$ cat config.mk
export PLATFORM = sky130hd
export DESIGN_NAME = wildcard_byte_pattern_scan
export DESIGN_NICKNAME = d
export VERILOG_FILES = /design/src/rtl/core/wbps_pkg.sv /design/src/rtl/core/wbps_align.sv /design/src/rtl/core/wildcard_byte_pattern_scan.sv
export SDC_FILE = /design/constraint.sdc
export NUM_CORES = 2
export LEC_CHECK = 0
export ABC_AREA = 0
export BUFFER_PORTS_ARGS = -buffer_cell sky130_fd_sc_hd__buf_2
export CORE_MARGIN = 5
export CORE_UTILIZATION = 61
export CTS_BUF_LIST = sky130_fd_sc_hd__clkbuf_16
export DETAILED_ROUTE_END_ITERATION = 10
export PLACE_DENSITY = 0.8
export SKIP_CTS_REPAIR_TIMING = 1
export SLEW_MARGIN = 20
export SYNTH_ARGS = -nofsm -noshare
export SYNTH_HDL_FRONTEND = slang
export SYNTH_SLANG_ARGS = --single-unit
$ cat constraint.sdc
create_clock -name clk -period 25.8 [get_ports clk]
set_input_delay 5.16 -clock clk [delete_from_list [all_inputs] [get_ports clk]]
set_output_delay 5.16 -clock clk [all_outputs]
set_load 0.05 [all_outputs]
$ cat src/rtl/core/wbps_pkg.sv
// ----------------------------------------------------------------------------
// wbps_pkg
// Shared types, register indexes and helpers for the wildcard byte
// pattern scanner.
// ----------------------------------------------------------------------------
package wbps_pkg;

  // Configuration port
  localparam int CFG_INDEX_W = 3;
  localparam int CFG_DATA_W  = 64;

  localparam logic [CFG_INDEX_W-1:0] REG_PATTERN_WORD0 = 3'd0;
  localparam logic [CFG_INDEX_W-1:0] REG_PATTERN_WORD1 = 3'd1;
  localparam logic [CFG_INDEX_W-1:0] REG_PATTERN_WORD2 = 3'd2;
  localparam logic [CFG_INDEX_W-1:0] REG_PATTERN_WORD3 = 3'd3;
  localparam logic [CFG_INDEX_W-1:0] REG_PATTERN_LENGTH = 3'd4;
  localparam logic [CFG_INDEX_W-1:0] REG_BASE_ADDR = 3'd5;
  localparam logic [CFG_INDEX_W-1:0] REG_FIRST_ONLY = 3'd6;

  // Pattern storage: four 64-bit words, 32 bytes in all
  localparam int PATTERN_BYTES = 32;
  localparam int PATTERN_BITS  = 8 * PATTERN_BYTES;
  localparam int LENGTH_W      = 6;
  // Wide enough for any clamped length up to the largest pattern bound (64)
  localparam int CLAMP_W       = 7;
  localparam int ADDRESS_W     = 64;

  typedef struct packed {
    logic [7:0] image_byte;
    logic       last_byte;
  } wbps_in_t;

  typedef struct packed {
    logic                 match_valid;
    logic [ADDRESS_W-1:0] match_address;
    logic                 scan_done;
  } wbps_out_t;

  // Limit the configured length to the window depth.
  function automatic logic [CLAMP_W-1:0] clamp_length(
    input logic [LENGTH_W-1:0] len,
    input logic [CLAMP_W-1:0]  max_len
  );
    logic [CLAMP_W-1:0] len_ext;
    len_ext = CLAMP_W'(len);
    return (len_ext > max_len) ? max_len : len_ext;
  endfunction

  // Pattern byte at a position; positions past the stored bytes read as zero.
  function automatic logic [7:0] pat_byte(
    input logic [PATTERN_BITS-1:0] bits,
    input logic [CLAMP_W-1:0]      idx
  );
    logic [7:0] b;
    if (idx >= CLAMP_W'(PATTERN_BYTES)) begin
      b = 8'h00;
    end else begin
      b = bits[{idx[4:0], 3'b000} +: 8];
    end
    return b;
  endfunction

endpackage

$ cat src/rtl/core/wbps_align.sv
// ----------------------------------------------------------------------------
// wbps_align
// Registers the pattern re-ordered to line up with the byte window
// (window slot j against pattern byte len-1-j), with a care bit per slot.
// ----------------------------------------------------------------------------
module wbps_align #(
  parameter int MAX_PATTERN = 32
) (
  input  logic                              clk,
  input  logic [wbps_pkg::PATTERN_BITS-1:0] pattern_bits,
  input  logic [wbps_pkg::LENGTH_W-1:0]     pattern_length,
  output logic [7:0]                        aln_byte [MAX_PATTERN],
  output logic [MAX_PATTERN-1:0]            aln_care
);

  logic [7:0]             aln_byte_next [MAX_PATTERN];
  logic [MAX_PATTERN-1:0] aln_care_next;

  always_comb begin
    logic [wbps_pkg::CLAMP_W-1:0] lc;
    logic [wbps_pkg::CLAMP_W-1:0] idx;
    lc = wbps_pkg::clamp_length(pattern_length, wbps_pkg::CLAMP_W'(MAX_PATTERN));
    for (int j = 0; j < MAX_PATTERN; j++) begin
      idx = '0;
      if (wbps_pkg::CLAMP_W'(j) < lc) begin
        idx = lc - wbps_pkg::CLAMP_W'(j) - wbps_pkg::CLAMP_W'(1);
        aln_byte_next[j] = wbps_pkg::pat_byte(pattern_bits, idx);
        // first pattern byte is exact; zero elsewhere is a wildcard
        aln_care_next[j] = (idx == '0) || (aln_byte_next[j] != 8'h00);
      end else begin
        aln_byte_next[j] = 8'h00;
        aln_care_next[j] = 1'b0;
      end
    end
  end

  always_ff @(posedge clk) begin
    aln_byte <= aln_byte_next;
    aln_care <= aln_care_next;
  end

endmodule

$ cat src/rtl/core/wildcard_byte_pattern_scan.sv
// ----------------------------------------------------------------------------
// wildcard_byte_pattern_scan
// Streams image bytes through a window and reports the start address of
// every window that matches a configured wildcard byte pattern.
// ----------------------------------------------------------------------------
//
//  Channel | Signals                           | Direction | Moves
//  --------+-----------------------------------+-----------+-------------------
//  in      | in_valid, in_ready, in_data       | into block| one image byte
//  out     | out_valid, out_ready, out_data    | out       | match / done report
//  cfg     | cfg_write, cfg_index, cfg_data    | into block| register write
//
//  One byte request per cycle is accepted while no held result stalls the
//  pipe. The accepting edge writes the byte into the window; when stage 1
//  advances, the masked window compare and the address add are registered as the offered result.
//  Reset (rst, synchronous) empties the pipe and clears fill, position and
//  first-match tracking; no clearing pass is needed.
//  A held result stalls the compare stage; the input side keeps taking a
//  request as long as the compare stage is empty or moving.
// ----------------------------------------------------------------------------
module wildcard_byte_pattern_scan #(
  parameter int MAX_PATTERN   = 32,
  parameter int POSITION_BITS = 32
) (
  input  logic                             clk,
  input  logic                             rst,
  // byte requests
  input  logic                             in_valid,
  output logic                             in_ready,
  input  wbps_pkg::wbps_in_t               in_data,
  // results
  output logic                             out_valid,
  input  logic                             out_ready,
  output wbps_pkg::wbps_out_t              out_data,
  // configuration writes
  input  logic                             cfg_write,
  input  logic [wbps_pkg::CFG_INDEX_W-1:0] cfg_index,
  input  logic [wbps_pkg::CFG_DATA_W-1:0]  cfg_data
);

  localparam int FILL_W = $clog2(MAX_PATTERN + 1);

  // --------------------------------------------------------------------------
  // Configuration registers
  // --------------------------------------------------------------------------
  logic [wbps_pkg::PATTERN_BITS-1:0] pattern_bits;
  logic [wbps_pkg::LENGTH_W-1:0]     pattern_length;
  logic [wbps_pkg::ADDRESS_W-1:0]    base_addr;
  logic                              first_only;

  always_ff @(posedge clk) begin
    if (rst) begin
      pattern_bits   <= '0;
      pattern_length <= '0;
      base_addr      <= '0;
      first_only     <= 1'b0;
    end else if (cfg_write) begin
      case (cfg_index)
        wbps_pkg::REG_PATTERN_WORD0:  pattern_bits[63:0]    <= cfg_data;
        wbps_pkg::REG_PATTERN_WORD1:  pattern_bits[127:64]  <= cfg_data;
        wbps_pkg::REG_PATTERN_WORD2:  pattern_bits[191:128] <= cfg_data;
        wbps_pkg::REG_PATTERN_WORD3:  pattern_bits[255:192] <= cfg_data;
        wbps_pkg::REG_PATTERN_LENGTH: pattern_length <= cfg_data[wbps_pkg::LENGTH_W-1:0];
        wbps_pkg::REG_BASE_ADDR:      base_addr      <= cfg_data;
        wbps_pkg::REG_FIRST_ONLY:     first_only     <= cfg_data[0];
        default: ; // drop writes to unknown indexes
      endcase
    end
  end

  // Pattern lined up with the window, refreshed every cycle. A write lands
  // here through the align register, in time for the compare of any byte taken after it.
  logic [7:0]             aln_byte [MAX_PATTERN];
  logic [MAX_PATTERN-1:0] aln_care;

  wbps_align #(
    .MAX_PATTERN (MAX_PATTERN)
  ) u_align (
    .clk            (clk),
    .pattern_bits   (pattern_bits),
    .pattern_length (pattern_length),
    .aln_byte       (aln_byte),
    .aln_care       (aln_care)
  );

  // --------------------------------------------------------------------------
  // Handshake control
  // --------------------------------------------------------------------------
  logic s1_valid;
  logic s1_adv;
  logic in_accept;

  assign s1_adv    = s1_valid && (!out_valid || out_ready);
  assign in_ready  = !s1_valid || s1_adv;
  assign in_accept = in_valid && in_ready;

  // --------------------------------------------------------------------------
  // Stage 1: window shift, fill and position tracking
  // --------------------------------------------------------------------------
  logic [7:0]                   window [MAX_PATTERN];
  logic [FILL_W-1:0]            fill;
  logic [FILL_W-1:0]            fill_next;
  logic [POSITION_BITS-1:0]     position;
  logic [wbps_pkg::CLAMP_W-1:0] lc;
  logic                         s1_last;
  logic                         s1_fill_ok;
  logic [POSITION_BITS-1:0]     s1_start;

  assign lc = wbps_pkg::clamp_length(pattern_length, wbps_pkg::CLAMP_W'(MAX_PATTERN));
  assign fill_next = (fill == FILL_W'(MAX_PATTERN)) ? fill : fill + FILL_W'(1);

  // Window bytes beyond the fill count are never compared, so the window
  // itself needs no reset or clearing at the end of an image.
  always_ff @(posedge clk) begin
    if (in_accept) begin
      window[0] <= in_data.image_byte;
      for (int k = 1; k < MAX_PATTERN; k++) begin
        window[k] <= window[k-1];
      end
    end
  end

  always_ff @(posedge clk) begin
    if (rst) begin
      fill     <= '0;
      position <= '0;
      s1_valid <= 1'b0;
    end else begin
      if (in_accept) begin
        // restart fill and position after the last byte of an image
        fill     <= in_data.last_byte ? '0 : fill_next;
        position <= in_data.last_byte ? '0 : position + POSITION_BITS'(1);
        s1_valid <= 1'b1;
      end else if (s1_adv) begin
        s1_valid <= 1'b0;
      end
    end
  end

  always_ff @(posedge clk) begin
    if (in_accept) begin
      s1_last    <= in_data.last_byte;
      s1_fill_ok <= (lc != '0) && (wbps_pkg::CLAMP_W'(fill_next) >= lc);
      // match start offset: position - (len - 1), wrapping
      s1_start   <= position - POSITION_BITS'(lc) + POSITION_BITS'(1);
    end
  end

  // --------------------------------------------------------------------------
  // Stage 2: masked compare, first-match filter, result register
  // --------------------------------------------------------------------------
  logic [MAX_PATTERN-1:0]         slot_ok;
  logic                           hit;
  logic                           first_found;
  logic [wbps_pkg::ADDRESS_W-1:0] match_addr;

  always_comb begin
    for (int j = 0; j < MAX_PATTERN; j++) begin
      slot_ok[j] = !aln_care[j] || (window[j] == aln_byte[j]);
    end
  end

  assign hit        = s1_fill_ok && (&slot_ok) && !(first_only && first_found);
  assign match_addr = base_addr + wbps_pkg::ADDRESS_W'(s1_start);

  always_ff @(posedge clk) begin
    if (rst) begin
      first_found <= 1'b0;
      out_valid   <= 1'b0;
    end else begin
      if (s1_adv) begin
        // hold first-match state for the rest of the image only
        if (s1_last) begin
          first_found <= 1'b0;
        end else if (hit && first_only) begin
          first_found <= 1'b1;
        end
        out_valid <= hit || s1_last;
      end else if (out_ready) begin
        out_valid <= 1'b0;
      end
    end
  end

  always_ff @(posedge clk) begin
    if (s1_adv) begin
      out_data.match_valid   <= hit;
      out_data.match_address <= hit ? match_addr : '0;
      out_data.scan_done     <= s1_last;
    end
  end

endmodule

* Yosys cells after proc, flatten, opt, wreduce, memory -nomap -nowiden *
Memory sizes are Yosys's and may differ from the RTL's.
Cells that the tools add are included.

cells by class
  $add $sub $neg = 67
  multipliers = 0
  div/mod/pow operators = 0
  $lt $le $gt $ge = 66
  eq/ne operators = 39
  shifts and indexed selects = 32
  multiplexer cells = 76
  bitwise logic cells = 0
  reductions and logical operators = 187

operator list
  kind                                                 number
  indexed part select 256 x 9 -> 8 bit                 32
  2-to-1 mux 8 bit                                     64
  == test 8 bit                                        32
  nonzero test 8 bit                                   32
  >= comparator 7 x 6 -> 1 bit, second input constant  32
  zero test 7 bit                                      32
  subtractor 7 x 1 -> 7 bit, second input constant     32
  < comparator 5 x 7 -> 1 bit, first input constant    16
  subtractor 7 x 5 -> 7 bit, second input constant     16
  logical OR 1 bit                                     67
  adder 32 x 1 -> 32 bit, second input constant        2
  adder 64 x 32 -> 64 bit                              1
  < comparator 4 x 7 -> 1 bit, first input constant    8
  subtractor 7 x 4 -> 7 bit, second input constant     8
  zero test 1 bit                                      35
  2-to-1 mux 32 bit                                    1
  AND reduction 32 bit                                 1
  subtractor 32 x 7 -> 32 bit                          1
  < comparator 3 x 7 -> 1 bit, first input constant    4
  subtractor 7 x 3 -> 7 bit, second input constant     4
  2-to-1 mux 6 bit                                     3
  AND reduction 2 bit                                  8
  < comparator 1 x 7 -> 1 bit, first input constant    2
  < comparator 2 x 7 -> 1 bit, first input constant    2
  other kinds (13)                                     32

word-level totals
  register bits after elaboration = 756
  bits in latches = 0
  bits in writable memories = 256
  bits in read-only memories = 0
  input bits = 81
  output and inout bits = 68
  memories = 1

memories
  memory  words  bits a word  rd ports  clocked after memory_dff  write ports  RTL line                           RTL
  window  32     8            32        0                         32           wildcard_byte_pattern_scan.sv:100  logic [7:0] window [MAX_PATTERN];

* Longest topological paths before layout *
  word-level depth = 9
  mapped depth = 20
  depth with buffers taken out = 16

* Hierarchy *
Synthesis repeated with hierarchy kept, for this count alone.

second synthesis, totals
  cells, all modules = 6256
  area, all modules = 56678.1 um^2

by module, submodules not included
  module                      times used  cells an instance  area an instance (um^2)  seq. area each (um^2)
  wildcard_byte_pattern_scan  1           3047               31143.6                  18057.3
  wbps_align                  1           3209               25534.5                  5765.5

* Least setup slack after synthesis *
Ideal clock, no wire load.

  kind = input port to flip-flop
  start point = in out_ready
  end point = reg s1_fill_ok, enable pin
  arrival = 11.667 ns
  required time = 23.348 ns
  setup slack = 11.680 ns
  stages on the path = 4
  buffers on the path = 1
  path through = nand3b_1 > nand2_1 > clkbuf_1 > clkinv_1

on the way
  longest elaborated chain between the ends = 4

ends and longest elaborated chain
  item                  RTL line                           RTL
  start, declared       wildcard_byte_pattern_scan.sv:33   input logic out_ready,
  logical OR 1 bit      wildcard_byte_pattern_scan.sv:93   assign s1_adv = s1_valid && (!out_valid || out_ready);
  logical AND 1 bit     wildcard_byte_pattern_scan.sv:93
  logical OR 1 bit      wildcard_byte_pattern_scan.sv:94   assign in_ready = !s1_valid || s1_adv;
  logical AND 1 bit     wildcard_byte_pattern_scan.sv:95   assign in_accept = in_valid && in_ready;
  named net in_accept   wildcard_byte_pattern_scan.sv:91   logic in_accept;
  end signal, assigned  wildcard_byte_pattern_scan.sv:143  s1_fill_ok <= (lc != '0) && (wbps_pkg::CLAMP_W'(fill_next) >= lc);
  end, declared         wildcard_byte_pattern_scan.sv:106  logic s1_fill_ok;

The timed path passes the listed nets, and every way through them passes these cells.
A chain may end at the register's enable or synchronous reset.

* Worst setup path in the final report *
  start point = in out_ready
  end point = out in_ready

on the way
  longest elaborated chain between the ends = 3

ends and longest elaborated chain
  item               RTL line                          RTL
  logical OR 1 bit   wildcard_byte_pattern_scan.sv:93
  logical AND 1 bit  wildcard_byte_pattern_scan.sv:93
  logical OR 1 bit   wildcard_byte_pattern_scan.sv:94
  end, declared      wildcard_byte_pattern_scan.sv:29  output logic in_ready,

Every way passes these cells.

==> key figures <==
Outcome
  – Outcome: completed

Floorplanning
  – Die area: 96,500 µm²
  – Io pins: 149
  – Die X: 311 µm
  – Initial Util: 0.614
  – Die Ht: 311 µm
  – Placement Rows: 110
  – Core area: 89,900 µm²

CTS
  – CTS tree: yes
  – Maximum root-to-sink buffer count: 3
  – CTS H-tree depth: 3
  – CTS Buf Count: 101
  – Clock root cell: clkbuf_16
  – Clock Pin Slew Worst Setup and Hold Paths: 0.06 ns
  – CTS Sinks: 1,012
  – Worst skew pair latency: 0.71 ns

Global routing
  – Gr usage total: 0.441
  – Vias in the first global route: 42,900
  – Initial antenna violation count: 17
  – First-pass GRT wire length: 309,000 µm
  – Largest net degree at the start of global routing: 236
  – GRT overflow: 0

STA
  – Actual slew at the worst max-slew pin: 1.27 ns
  – Final setup viols: 0
  – Final slew viol count: 0
  – Setup TNS: 0 ns
  – Fin. Hold Viols: 0
  – Setup ws final: 14.96 ns
  – Slew HR: 0.129
  – Min Hold Slack: 0.464 ns
  – Final period util: 0.420
  – RSZ-0062 raised after global routing: no
  – Final min period: 10.84 ns
  – Clock Skew: 0.0412 ns
  – Achievable Freq: 0.0923 GHz

Worst setup path
  – R2R setup slack: 19.36 ns
  – Register-to-Register Path Depth: 11
  – Max Fanout on Critical Path: 3
  – Worst Setup Path Type: input port to output port
  – Reg2Reg Launch Point: pattern_length[1]$_SDFFE_PP0P_
  – CP required: 20.64 ns
  – Critical path arrival: 5.68 ns
  – Crit. End Element: output port
  – CP Launch Type: input port
  – Crit Reg-Reg Endpoint: u_align.aln_care[18]$_SDFF_PP0_

Final layout
  – Layout cell share with drive strength beyond 1: 0.141
  – Util after Layout: 0.670
  – Layout area overhead: 9.13%
  – Design area: 60,200 µm²
  – FILL cells: 6,748
  – Post-route insts no fill: 6,637
  – Final nets: 5,572
  – Commonest non-fill, non-tap cell in the layout: nand2_1
  – Most frequent cells in the layout: nand2_1 (946), dfxtp_1 (655), a21oi_1 (495)

Worst hold path
  – Hold WC Path Type: flip-flop to flip-flop
  – Hold Startpoint: base_addr[11]$_SDFFE_PP0P_
  – Hold depth: 2
  – Hold path endpoint: base_addr[11]$_SDFFE_PP0P_

Yosys
  – Post-synth EDFFs: 356
  – Sequential share of the synthesized area: 0.432
  – Post-synth ARST share: 0
  – Flops & latches, synth: 1,012
  – Synth Flop Type: dfxtp_1
  – Total nets after synthesis: 5,542
  – Unique masters post-synth: 81
  – Post-synthesis instance total: 5,335
  – Synth warn: 0
  – Syn avg cell area: 10.3 µm²
  – Post-Synthesis Cell Area: 55,200 µm²

Drt
  – Initial DRC count: 7,068
  – WL final: 219,000 µm
  – DR vias: 45,700
  – Average wire per standard cell: 33.0 µm
  – Vias per inst: 6.89
  – Routed Antenna Nets: 0
  – 1st-pass router iterations: 6
  – DRC viols: 0

Power and ir drop
  – Leak Pwr: 21.2 nW
  – Total power: 3.56 mW
  – Power Dens Cells: 59.1 nW/µm²
  – Worst VDD drop: 57.2 µV

Placed design
  – DP Area: 56,800 µm²
  – Placed cell count: 6,437
  – Final HPWL DP: 168,000 µm
  – Worst slack at placement: 14.97 ns
  – Port bufs: 148
  – Gpl congestion: 1.16

Run
  – Max Cap Viol: 0
==> cell families after synthesis <==
group	share of synthesized area
buffers and inverters	0.0288
flip-flops	0.432
adder cells (fa/ha/maj)	0.0289
XOR/XNOR	0.0631
multiplexers	0.206
AND/OR/NAND/NOR	0.137
AO/OA/AOI/OAI	0.104
==> area by class of cell <==
type                            count  area [µm²]  area share
Antenna cell                        9        22.5    0.000374
Multi-Input combinational cell   3956       29900       0.497
Tap cell                         1176        1470      0.0244
Sequential cell                  1012       23800       0.396
Inverter                           77         307     0.00509
Clock inverter                     82         622      0.0103
Clock buffer                      108        2700      0.0449
Timing Repair Buffer              217        1310      0.0218
==> synth_stat cells (all sizes together), types with 6 or more instances <==
| library cell | n | area share |
|---|---|---|
| xnor2 | 360 | 0.058 |
| o31ai | 9 | 0.0012 |
| and2 | 23 | 0.0026 |
| mux4 | 334 | 0.14 |
| a21o | 69 | 0.0094 |
| inv | 75 | 0.0052 |
| nand3 | 51 | 0.0046 |
| ha | 124 | 0.028 |
| nand4 | 113 | 0.013 |
| nand2 | 951 | 0.065 |
| mux2i | 378 | 0.069 |
| a22o | 9 | 0.0014 |
| and3 | 15 | 0.0017 |
| dfxtp | 656 | 0.24 |
| o211ai | 10 | 0.0014 |
| a31oi | 16 | 0.0018 |
| buf | 106 | 0.011 |
| a211oi | 34 | 0.0046 |
| nor4 | 22 | 0.0025 |
| o21a | 15 | 0.0020 |
| and4 | 6 | 0.00095 |
| nor2 | 413 | 0.028 |
| xor2 | 34 | 0.0055 |
| o22ai | 10 | 0.0014 |
| clkbuf | 184 | 0.013 |
| or3 | 10 | 0.0011 |
| or2 | 18 | 0.0020 |
| o31a | 6 | 0.00095 |
| a32oi | 18 | 0.0029 |
| nor2b | 45 | 0.0051 |
| nand2b | 16 | 0.0018 |
| edfxtp | 356 | 0.19 |
| a22oi | 81 | 0.011 |
| a21oi | 495 | 0.045 |
| o21bai | 9 | 0.0012 |
| nor3 | 71 | 0.0065 |
| a41oi | 23 | 0.0037 |
| o21ai | 104 | 0.0094 |
==> worst max path at each step <==
stage / slack [ns] / end / from
after floorplan: 11.68 / s1_fill_ok$_DFFE_PP_ / out_ready
after global placement: 14.97 / in_ready / out_ready
after detailed placement: 14.97 / in_ready / out_ready
after CTS: 14.97 / in_ready / out_ready
after global routing: 14.94 / in_ready / out_ready
final: 14.96 / in_ready / out_ready
==> worst max-delay path, stage by stage <==
cell      delay, ns
buf_2          0.10
nand3b_1       0.18
buf_2          0.23
==> registers in the layout (all words and copies together) (netlist names) <==
signal,cells
base_addr,64
fill,6
first_found,1
first_only,1
out_data,66
out_valid,1
pattern_bits,256
pattern_length,6
position,32
s1_fill_ok,1
s1_last,1
s1_start,32
s1_valid,1
u_align.aln_byte,256
u_align.aln_care,32
window,256
==> power by group <==
part	switching (mW)	total, mW	internal (mW)
combinational	0.231	0.338	0.107
clock	0.637	1.47	0.836
sequential	0.0447	1.75	1.70
total	0.913	3.56	2.65
==> per-layer routing <==
layer / global-route usage / up-vias / part of all wire
li1: - / 19500 / -
met1: 0.545 / 22400 / 0.35
met2: 0.644 / 3074 / 0.42
met5: 0 / - / 0.00034
met3: 0.135 / 757 / 0.12
met4: 0.353 / 10 / 0.11
(Power assumes the default switching activity.)
